$ cat config.mk
export PLATFORM = sky130hd
export DESIGN_NAME = pinch_distance_gripper_command_core
export DESIGN_NICKNAME = d
export VERILOG_FILES = /design/src/hw/rtl/pdgc_pkg.sv /design/src/hw/rtl/pinch_distance_gripper_command_core.sv /design/src/hw/rtl/pdgc_front.sv /design/src/hw/rtl/pdgc_queue.sv /design/src/hw/rtl/pdgc_back.sv
export SDC_FILE = /design/constraint.sdc
export NUM_CORES = 2
export LEC_CHECK = 0
export ABC_AREA = 1
export BUFFER_PORTS_ARGS = -buffer_cell sky130_fd_sc_hd__buf_4
export CAP_MARGIN = 20
export CELL_PAD_IN_SITES_DETAIL_PLACEMENT = 0
export CELL_PAD_IN_SITES_GLOBAL_PLACEMENT = 1
export CORE_MARGIN = 2
export CORE_UTILIZATION = 46
export DETAILED_ROUTE_END_ITERATION = 7
export GPL_ROUTABILITY_DRIVEN = 0
export GPL_TIMING_DRIVEN = 0
export PLACE_DENSITY_LB_ADDON = 0.3
export RECOVER_POWER = 25
export SYNTH_ARGS = -nofsm -noshare
export SYNTH_HDL_FRONTEND = slang
export SYNTH_HIERARCHICAL = 1
export SYNTH_SLANG_ARGS = --single-unit
$ cat constraint.sdc
create_clock -name i_clk -period 11.2 [get_ports i_clk]
set_input_delay 1.12 -clock i_clk [delete_from_list [all_inputs] [get_ports i_clk]]
set_output_delay 1.12 -clock i_clk [all_outputs]
set_load 0.1 [all_outputs]
$ cat src/hw/rtl/pdgc_pkg.sv
// Shared types and constants for the pinch distance gripper command block.
package pdgc_pkg;

    localparam int unsigned CfgIdxW   = 3;
    localparam int unsigned CfgDataW  = 32;
    localparam int unsigned CoordW    = 24;
    localparam int unsigned TimeW     = 48;
    localparam int unsigned CmdW      = 17;
    localparam int unsigned ThrW      = 25;
    // Even width so every root step takes a whole bit pair of the radicand.
    localparam int unsigned SumW      = 52;
    localparam int unsigned RootW     = 26;

    localparam logic [CfgIdxW-1:0] CFG_REQUIRE_ENABLE = 3'd0;
    localparam logic [CfgIdxW-1:0] CFG_LOWER_THR      = 3'd1;
    localparam logic [CfgIdxW-1:0] CFG_UPPER_THR      = 3'd2;
    localparam logic [CfgIdxW-1:0] CFG_EPSILON        = 3'd3;
    localparam logic [CfgIdxW-1:0] CFG_MIN_INTERVAL   = 3'd4;

    localparam logic REQ_GLOVE  = 1'b0;
    localparam logic REQ_TELEOP = 1'b1;

    localparam logic [CmdW-1:0] FULL_SCALE = 17'h10000;

    typedef struct packed {
        logic                     req_type;
        logic [1:0]               side;
        logic                     tips_found;
        logic signed [CoordW-1:0] thumb_x;
        logic signed [CoordW-1:0] thumb_y;
        logic signed [CoordW-1:0] thumb_z;
        logic signed [CoordW-1:0] middle_x;
        logic signed [CoordW-1:0] middle_y;
        logic signed [CoordW-1:0] middle_z;
        logic [TimeW-1:0]         timestamp_us;
        logic                     teleop_enabled;
    } t_in_item;

    typedef struct packed {
        logic            out_side;
        logic [CmdW-1:0] command;
    } t_out_item;

    // Queue entry: a glove sample that survived classification.
    typedef struct packed {
        logic                 side;
        logic [CoordW:0]      dx;
        logic [CoordW:0]      dy;
        logic [CoordW:0]      dz;
        logic [TimeW-1:0]     ts;
    } t_job;

endpackage

$ cat src/hw/rtl/pinch_distance_gripper_command_core.sv
// Top level of the pinch distance gripper command block.
//   channel | direction | handshake          | payload
//   in      | input     | i_valid / o_stall  | i_item (t_in_item)
//   out     | output    | o_valid / i_stall  | o_item (t_out_item)
//   cfg     | input     | i_cfg_we           | i_cfg_idx, i_cfg_data
// A glove sample holds the back end from its accept to the next accept, through states
// idle, 3 square steps, 26 root steps, map, 16 divide steps, decision and output.
// The divide is skipped when the distance is outside the thresholds, the output
// state when nothing is emitted, and the output waits while a beat is stalled.
// Teleop items and dropped samples finish at the front and never enter the queue.
// Reset is synchronous, active low; the two-entry queue lets the front keep
// accepting, until it is full, while the back end works or the output beat is stalled.
module pinch_distance_gripper_command_core (
    input  logic                          i_clk,
    input  logic                          i_rst_n,
    input  logic                          i_valid,
    output logic                          o_stall,
    input  pdgc_pkg::t_in_item            i_item,
    output logic                          o_valid,
    input  logic                          i_stall,
    output pdgc_pkg::t_out_item           o_item,
    input  logic                          i_cfg_we,
    input  logic [pdgc_pkg::CfgIdxW-1:0]  i_cfg_idx,
    input  logic [pdgc_pkg::CfgDataW-1:0] i_cfg_data
);
    import pdgc_pkg::*;

    logic            r_req_en;
    logic [ThrW-1:0] r_lower;
    logic [ThrW-1:0] r_upper;
    logic [CmdW-1:0] r_eps;
    logic [31:0]     r_interval;

    logic jv, js, qv, qs;
    t_job fj, qj;

    always_ff @(posedge i_clk) begin
        if (!i_rst_n) begin
            r_req_en   <= 1'b1;
            r_lower    <= ThrW'(30000);
            r_upper    <= ThrW'(100000);
            r_eps      <= CmdW'(655);
            r_interval <= 32'd20000;
        end else if (i_cfg_we) begin
            case (i_cfg_idx)
                CFG_REQUIRE_ENABLE: r_req_en   <= i_cfg_data[0];
                CFG_LOWER_THR:      r_lower    <= i_cfg_data[ThrW-1:0];
                CFG_UPPER_THR:      r_upper    <= i_cfg_data[ThrW-1:0];
                CFG_EPSILON:        r_eps      <= i_cfg_data[CmdW-1:0];
                CFG_MIN_INTERVAL:   r_interval <= i_cfg_data;
                default: ;
            endcase
        end
    end

    pdgc_front u_front (
        .i_clk, .i_rst_n, .i_valid, .o_stall, .i_item,
        .i_require_enable(r_req_en),
        .o_job_valid(jv), .i_job_stall(js), .o_job(fj)
    );

    pdgc_queue u_queue (
        .i_clk, .i_rst_n,
        .i_valid(jv), .o_stall(js), .i_job(fj),
        .o_valid(qv), .i_stall(qs), .o_job(qj)
    );

    pdgc_back u_back (
        .i_clk, .i_rst_n,
        .i_valid(qv), .o_stall(qs), .i_job(qj),
        .i_lower(r_lower), .i_upper(r_upper), .i_epsilon(r_eps),
        .i_min_interval(r_interval),
        .o_valid, .i_stall, .o_item
    );
endmodule

$ cat src/hw/rtl/pdgc_front.sv
// Front end: accept items, latch teleop state, drop unusable glove samples.
module pdgc_front (
    input  logic              i_clk,
    input  logic              i_rst_n,
    input  logic              i_valid,
    output logic              o_stall,
    input  pdgc_pkg::t_in_item i_item,
    input  logic              i_require_enable,
    output logic              o_job_valid,
    input  logic              i_job_stall,
    output pdgc_pkg::t_job    o_job
);
    import pdgc_pkg::*;

    logic r_latch;
    logic accept;
    logic keep;

    assign o_stall = i_job_stall;
    assign accept  = i_valid && !i_job_stall;
    assign keep    = (i_item.req_type == REQ_GLOVE) && !(i_require_enable && !r_latch)
                     && !i_item.side[1] && i_item.tips_found;

    assign o_job_valid = i_valid && keep;
    assign o_job.side  = i_item.side[0];
    assign o_job.dx    = {i_item.thumb_x[CoordW-1], i_item.thumb_x}
                         - {i_item.middle_x[CoordW-1], i_item.middle_x};
    assign o_job.dy    = {i_item.thumb_y[CoordW-1], i_item.thumb_y}
                         - {i_item.middle_y[CoordW-1], i_item.middle_y};
    assign o_job.dz    = {i_item.thumb_z[CoordW-1], i_item.thumb_z}
                         - {i_item.middle_z[CoordW-1], i_item.middle_z};
    assign o_job.ts    = i_item.timestamp_us;

    always_ff @(posedge i_clk) begin
        if (!i_rst_n) begin
            r_latch <= 1'b0;
        end else if (accept && i_item.req_type == REQ_TELEOP) begin
            r_latch <= i_item.teleop_enabled;
        end
    end
endmodule

$ cat src/hw/rtl/pdgc_queue.sv
// Two-entry queue between front and back end.
module pdgc_queue (
    input  logic           i_clk,
    input  logic           i_rst_n,
    input  logic           i_valid,
    output logic           o_stall,
    input  pdgc_pkg::t_job i_job,
    output logic           o_valid,
    input  logic           i_stall,
    output pdgc_pkg::t_job o_job
);
    import pdgc_pkg::*;

    t_job       r_mem [2];
    logic       r_wp, r_rp;
    logic [1:0] r_cnt;
    logic       push, pop;

    assign o_stall = (r_cnt == 2'd2);
    assign o_valid = (r_cnt != 2'd0);
    assign o_job   = r_mem[r_rp];
    assign push    = i_valid && !o_stall;
    assign pop     = o_valid && !i_stall;

    always_ff @(posedge i_clk) begin
        if (push) begin
            r_mem[r_wp] <= i_job;
        end
    end

    always_ff @(posedge i_clk) begin
        if (!i_rst_n) begin
            r_wp  <= 1'b0;
            r_rp  <= 1'b0;
            r_cnt <= 2'd0;
        end else begin
            if (push) r_wp <= ~r_wp;
            if (pop) r_rp <= ~r_rp;
            r_cnt <= r_cnt + {1'b0, push} - {1'b0, pop};
        end
    end
endmodule

$ cat src/hw/rtl/pdgc_back.sv
// Back end: distance, square root, threshold map, divide, emit decision.
module pdgc_back (
    input  logic                       i_clk,
    input  logic                       i_rst_n,
    input  logic                       i_valid,
    output logic                       o_stall,
    input  pdgc_pkg::t_job             i_job,
    input  logic [pdgc_pkg::ThrW-1:0]  i_lower,
    input  logic [pdgc_pkg::ThrW-1:0]  i_upper,
    input  logic [pdgc_pkg::CmdW-1:0]  i_epsilon,
    input  logic [31:0]                i_min_interval,
    output logic                       o_valid,
    input  logic                       i_stall,
    output pdgc_pkg::t_out_item        o_item
);
    import pdgc_pkg::*;

    typedef enum logic [6:0] {
        S_IDLE = 7'b0000001,
        S_SQ   = 7'b0000010,
        S_SQRT = 7'b0000100,
        S_MAP  = 7'b0001000,
        S_DIV  = 7'b0010000,
        S_DEC  = 7'b0100000,
        S_OUT  = 7'b1000000
    } t_state;

    t_state            r_state;
    t_job              r_job;
    logic [1:0]        r_k;
    logic [SumW-1:0]   r_sum;
    logic [SumW-1:0]   r_rem;
    logic [RootW-1:0]  r_root;
    logic [4:0]        r_it;
    logic [ThrW:0]     r_drem;
    logic [ThrW-1:0]   r_den;
    logic [CmdW-1:0]   r_quot;
    logic [CmdW-1:0]   r_cmd;
    logic [CmdW-1:0]   r_last [2];
    logic              r_lvalid [2];
    logic [TimeW-1:0]  r_ltime [2];
    logic              r_oval;
    t_out_item         r_out;

    logic [CoordW:0]   cur_d;
    logic [CoordW-1:0] mag;
    logic [2*CoordW-1:0] sq;
    logic [SumW-1:0]   trial;
    logic [SumW-1:0]   rem_sh;
    logic [RootW-1:0]  root_ext;
    logic [ThrW:0]     dsub;
    logic [ThrW:0]     dsh;
    logic [CmdW-1:0]   last;
    logic [CmdW-1:0]   delta;
    logic [TimeW-1:0]  elapsed;
    logic              emit;

    assign o_stall = (r_state != S_IDLE);
    assign o_valid = r_oval;
    assign o_item  = r_out;

    always_comb begin
        case (r_k)
            2'd0:    cur_d = r_job.dx;
            2'd1:    cur_d = r_job.dy;
            default: cur_d = r_job.dz;
        endcase
    end
    assign mag = cur_d[CoordW] ? CoordW'(-cur_d) : cur_d[CoordW-1:0];
    assign sq  = mag * mag;

    // Restoring root, two bits of the radicand per step (26 steps).
    assign rem_sh = {r_rem[SumW-3:0], r_sum[SumW-1 -: 2]};
    assign trial  = {{(SumW-RootW-2){1'b0}}, r_root, 2'b01};
    assign root_ext = r_root;

    assign dsh  = {r_drem[ThrW-1:0], 1'b0};
    assign dsub = dsh - {1'b0, r_den};

    assign last    = r_last[r_job.side];
    assign delta   = (r_cmd >= last) ? r_cmd - last : last - r_cmd;
    assign elapsed = r_job.ts - r_ltime[r_job.side];
    assign emit    = !r_lvalid[r_job.side] || delta >= i_epsilon
                     || elapsed >= {16'd0, i_min_interval};

    always_ff @(posedge i_clk) begin
        case (r_state)
            S_IDLE: begin
                r_job <= i_job;
                r_k   <= 2'd0;
                r_sum <= '0;
            end
            S_SQ: begin
                r_sum <= r_sum + SumW'(sq);
                r_k   <= r_k + 2'd1;
                r_rem <= '0;
                r_root <= '0;
                r_it  <= 5'd0;
            end
            S_SQRT: begin
                r_sum <= {r_sum[SumW-3:0], 2'b00};
                r_it  <= r_it + 5'd1;
                if (rem_sh >= trial) begin
                    r_rem  <= rem_sh - trial;
                    r_root <= {root_ext[RootW-2:0], 1'b1};
                end else begin
                    r_rem  <= rem_sh;
                    r_root <= {root_ext[RootW-2:0], 1'b0};
                end
            end
            S_MAP: begin
                // Long division of (d-lower)*65536 by (upper-lower), 16 bits.
                r_drem <= (ThrW+1)'(r_root - RootW'(i_lower));
                r_den  <= i_upper - i_lower;
                r_quot <= '0;
                r_it   <= 5'd0;
                if ({1'b0, i_lower} >= r_root) begin
                    r_cmd <= '0;
                end else if (RootW'(i_upper) <= r_root) begin
                    r_cmd <= FULL_SCALE;
                end else begin
                    r_cmd <= '0;
                end
            end
            S_DIV: begin
                r_it <= r_it + 5'd1;
                if (!dsub[ThrW]) begin
                    r_drem <= dsub;
                    r_quot <= {r_quot[CmdW-2:0], 1'b1};
                end else begin
                    r_drem <= dsh;
                    r_quot <= {r_quot[CmdW-2:0], 1'b0};
                end
            end
            default: ;
        endcase
        if (r_state == S_DIV && r_it == 5'd15) begin
            r_cmd <= !dsub[ThrW] ? {r_quot[CmdW-2:0], 1'b1} : {r_quot[CmdW-2:0], 1'b0};
        end
        if (r_state == S_DEC && emit) begin
            r_last[r_job.side]  <= r_cmd;
            r_ltime[r_job.side] <= r_job.ts;
        end
        // Load the output beat only once the previous one has gone.
        if (r_state == S_OUT && (!r_oval || !i_stall)) begin
            r_out.out_side <= r_job.side;
            r_out.command  <= r_cmd;
        end
    end

    always_ff @(posedge i_clk) begin
        if (!i_rst_n) begin
            r_state     <= S_IDLE;
            r_oval      <= 1'b0;
            r_lvalid[0] <= 1'b0;
            r_lvalid[1] <= 1'b0;
        end else begin
            if (r_state == S_OUT && (!r_oval || !i_stall)) begin
                r_oval <= 1'b1;
            end else if (r_oval && !i_stall) begin
                r_oval <= 1'b0;
            end
            case (r_state)
                S_IDLE: if (i_valid) r_state <= S_SQ;
                S_SQ:   if (r_k == 2'd2) r_state <= S_SQRT;
                S_SQRT: if (r_it == 5'(RootW-1)) r_state <= S_MAP;
                S_MAP: begin
                    if ({1'b0, i_lower} >= r_root || RootW'(i_upper) <= r_root) begin
                        r_state <= S_DEC;
                    end else begin
                        r_state <= S_DIV;
                    end
                end
                S_DIV:  if (r_it == 5'd15) r_state <= S_DEC;
                S_DEC: begin
                    if (emit) begin
                        r_lvalid[r_job.side] <= 1'b1;
                        r_state <= S_OUT;
                    end else begin
                        r_state <= S_IDLE;
                    end
                end
                S_OUT: begin
                    if (!r_oval || !i_stall) begin
                        r_state <= S_IDLE;
                    end
                end
                default: r_state <= S_IDLE;
            endcase
        end
    end
endmodule
==> impl_metrics.ini <==
[setup_path]
cp_slowest_stage_delay_ns = 0.55
crit_required_ns = 11.58
critPathCaptureType = flip-flop
cp_slowest_cell = fa_1
cp-start-kind = flip-flop
cp_data_arrival_time_ns = 10.78
critPathMaxFanout = 19
cpMostUsedCell = inv_1
critPathKind = flip-flop to flip-flop

[sta]
fin_skew_ns = 0.05623
rsz0062_at_grt = false
hold_viol = 0
post-route-period-util = 0.9285
setup_tns_ns = 0
clock.fmax_mhz = 96.16
slew-limit-headroom = 0.1565
setup_viol = 0
tightest_slew_ns = 1.265
finalMaxSlewViolations = 0
period_needed_ns = 10.40
hold-worst-slack_ns = 0.4595

[finish]
nNetsFinal = 9915
syn2layout_area_growth_pct = 10.44
drive_above_1_share = 0.08805
final_cell_mix = nand2_1 (1,726), inv_1 (1,716), nor2_1 (801), edfxtp_1 (738), ha_1 (539)
final_common_cell = nand2_1
stdcell_area_mm2 = 0.07875

[global_route]
overflow = 0
grt_usage = 0.2645
grt_max_degree = 90
grt_antenna_before_repair = 17
grt_pass1_vias = 55070
grt_pass1_wl_mm = 320.4

[synthesis]
synth-edff-count = 738
synth_top_area_cell = edfxtp_1
ys.flop_type = edfxtp_1
synth_top_area_share = 0.3108
ys_warn_count = 6
synth.distinct_cells = 79
async_reset_ff_frac = 0
synth_area_mm2 = 0.07131
synthCells = 8334
synth_area_leaders = edfxtp_1 (31%), fa_1 (14%), ha_1 (9.5%)
ys_seq_elements = 855
syn_area_per_cell_um2 = 8.556
yosysSeqAreaShare = 0.3436
syn-num-nets = 9593

[clock_network]
clkSlewWorstSetupHoldPaths_ns = 0.06
clkLatencyLatePin_ns = 0.72
clock_sinks = 855
ctsLongestPathBuffers = 3
cts_buffers = 94
ctsRootBufferMaster = clkbuf_16
cts_tree = done
holdBufCountCts = 0
cts_setup_buffers = 0
cts_max_level = 3

[floorplanning]
die_h_um = 397.7
row_count = 144
die-area_mm2 = 0.1582
start_util = 0.4629
coreArea_mm2 = 0.1540
io_pins = 257
fp.dieW_um = 397.7

[routing]
detail_route.wl_per_cell_um = 19.49
vias = 56130
drtPass1Iterations = 8
first_iter_violations = 4822
via_per_inst = 5.205
drc = 0
drt_wl_total_mm = 210.2
antenna_left = 0

[placed_design]
port_buffers = 207
placed_area_mm2 = 0.07585
dp_hpwl_mm = 171.5

[run]
cap_violations = 0

[min_path]
min_path_type = flip-flop to flip-flop

[status]
outcome = complete, no violations
## worst max-delay path: cells and delay by family (launching register included)
family | cells | cell delay (ns)
DFF | 1 | 0.39
and+or+nand+nor | 13 | 2.04
adders and majority gates | 10 | 4.40
AOI/OAI and AO/OA | 6 | 0.89
buffers and inverters | 18 | 2.31
## repair_timing
action                                  4_1_cts  5_1_grt
gates resized for setup                       2        4
endpoints found under the setup margin       15        5
pin swaps                                     0        0
## worst paths after layout
| path | start | to | slack (ns) | cells past startpoint |
|---|---|---|---|---|
| setup / recovery | u_back/r_k[0] | u_back/r_sum[43] | 0.80 | 47 |
| setup reg to reg | u_back/r_k[0] | u_back/r_sum[43] | 0.80 | 47 |
| hold reg to reg | r_eps[1] | r_eps[1] | 0.46 | 2 |
| hold / removal | r_eps[1] | r_eps[1] | 0.46 | 2 |
## per-layer routing
metal / global-route usage / wire (µm) / up-vias
met5: 0 / 137 / -
met2: 0.4161 / 93290 / 1848
met1: 0.3806 / 95420 / 26910
li1: - / - / 27060
met3: 0.04222 / 16140 / 290
met4: 0.06649 / 5212 / 20
## Yosys cell counts (55+ instances only)
master and n:
a21oi_1 424, buf_4 66, dfxtp_1 117, edfxtp_1 738, fa_1 483, ha_1 539
inv_1 1719, mux2_2 64, mux2_4 60, nand2_1 1728, nand3_1 314, nand4_1 72
nor2_1 805, nor2_2 56, o21ai_0 270, xnor2_1 55, xor2_1 146
## registers in the layout, summed over array words and instances (netlist names), 2 cells and up, named ones only
name / count
u_back/r_ltime: 96
r_eps: 17
u_back/o_item: 18
u_back/r_state: 7
r_lower: 25
u_back/r_rem: 50
u_back/r_quot: 16
u_back/r_it: 5
u_queue/r_mem: 248
u_back/r_root: 26
u_back/r_den: 25
u_back/r_last: 34
u_queue/r_cnt: 2
r_interval: 32
u_back/r_job: 124
r_upper: 25
u_back/r_k: 2
u_back/r_lvalid: 2
u_back/r_cmd: 17
u_back/r_sum: 52
u_back/r_drem: 25
## through the flow
| stage | setup slack [ns] | utilization | instances |
|---|---|---|---|
| global route | 0.2846 | 0.5111 | 10780 |
| finish | 0.8007 | 0.5112 | 10780 |
| detailed placement | -0.5306 | 0.4924 | 10600 |
| CTS | 0.4593 | 0.5134 | 10780 |
| global placement | -0.4699 | 0.4896 | 10590 |
| floorplan | 2.581 | - | 8334 |
## cell type report
class	instances	area, µm²
Multi-Input combinational cell	5519	38750
Inverter	1759	6620
Antenna cell	5	12.51
Tap cell	2044	2557
Fill cell	14640	75300
Clock inverter	58	684.4
Timing Repair Buffer	227	1944
Clock buffer	116	2559
Sequential cell	855	24500
Buffer	200	1122
## kinds of logic after synthesis
| kind of cell | after synthesis | synth area share |
|---|---|---|
| compound gates | 933 | 0.07482 |
| xor+xnor | 201 | 0.02469 |
| fa+ha+maj | 1022 | 0.2302 |
| buf+inv | 1960 | 0.1108 |
| flops | 855 | 0.3436 |
| mux | 171 | 0.02934 |
| simple gates | 3192 | 0.1866 |
Power is not shown: default switching activity piles up to over one toggle a cycle in this logic, so the estimate is an artifact.
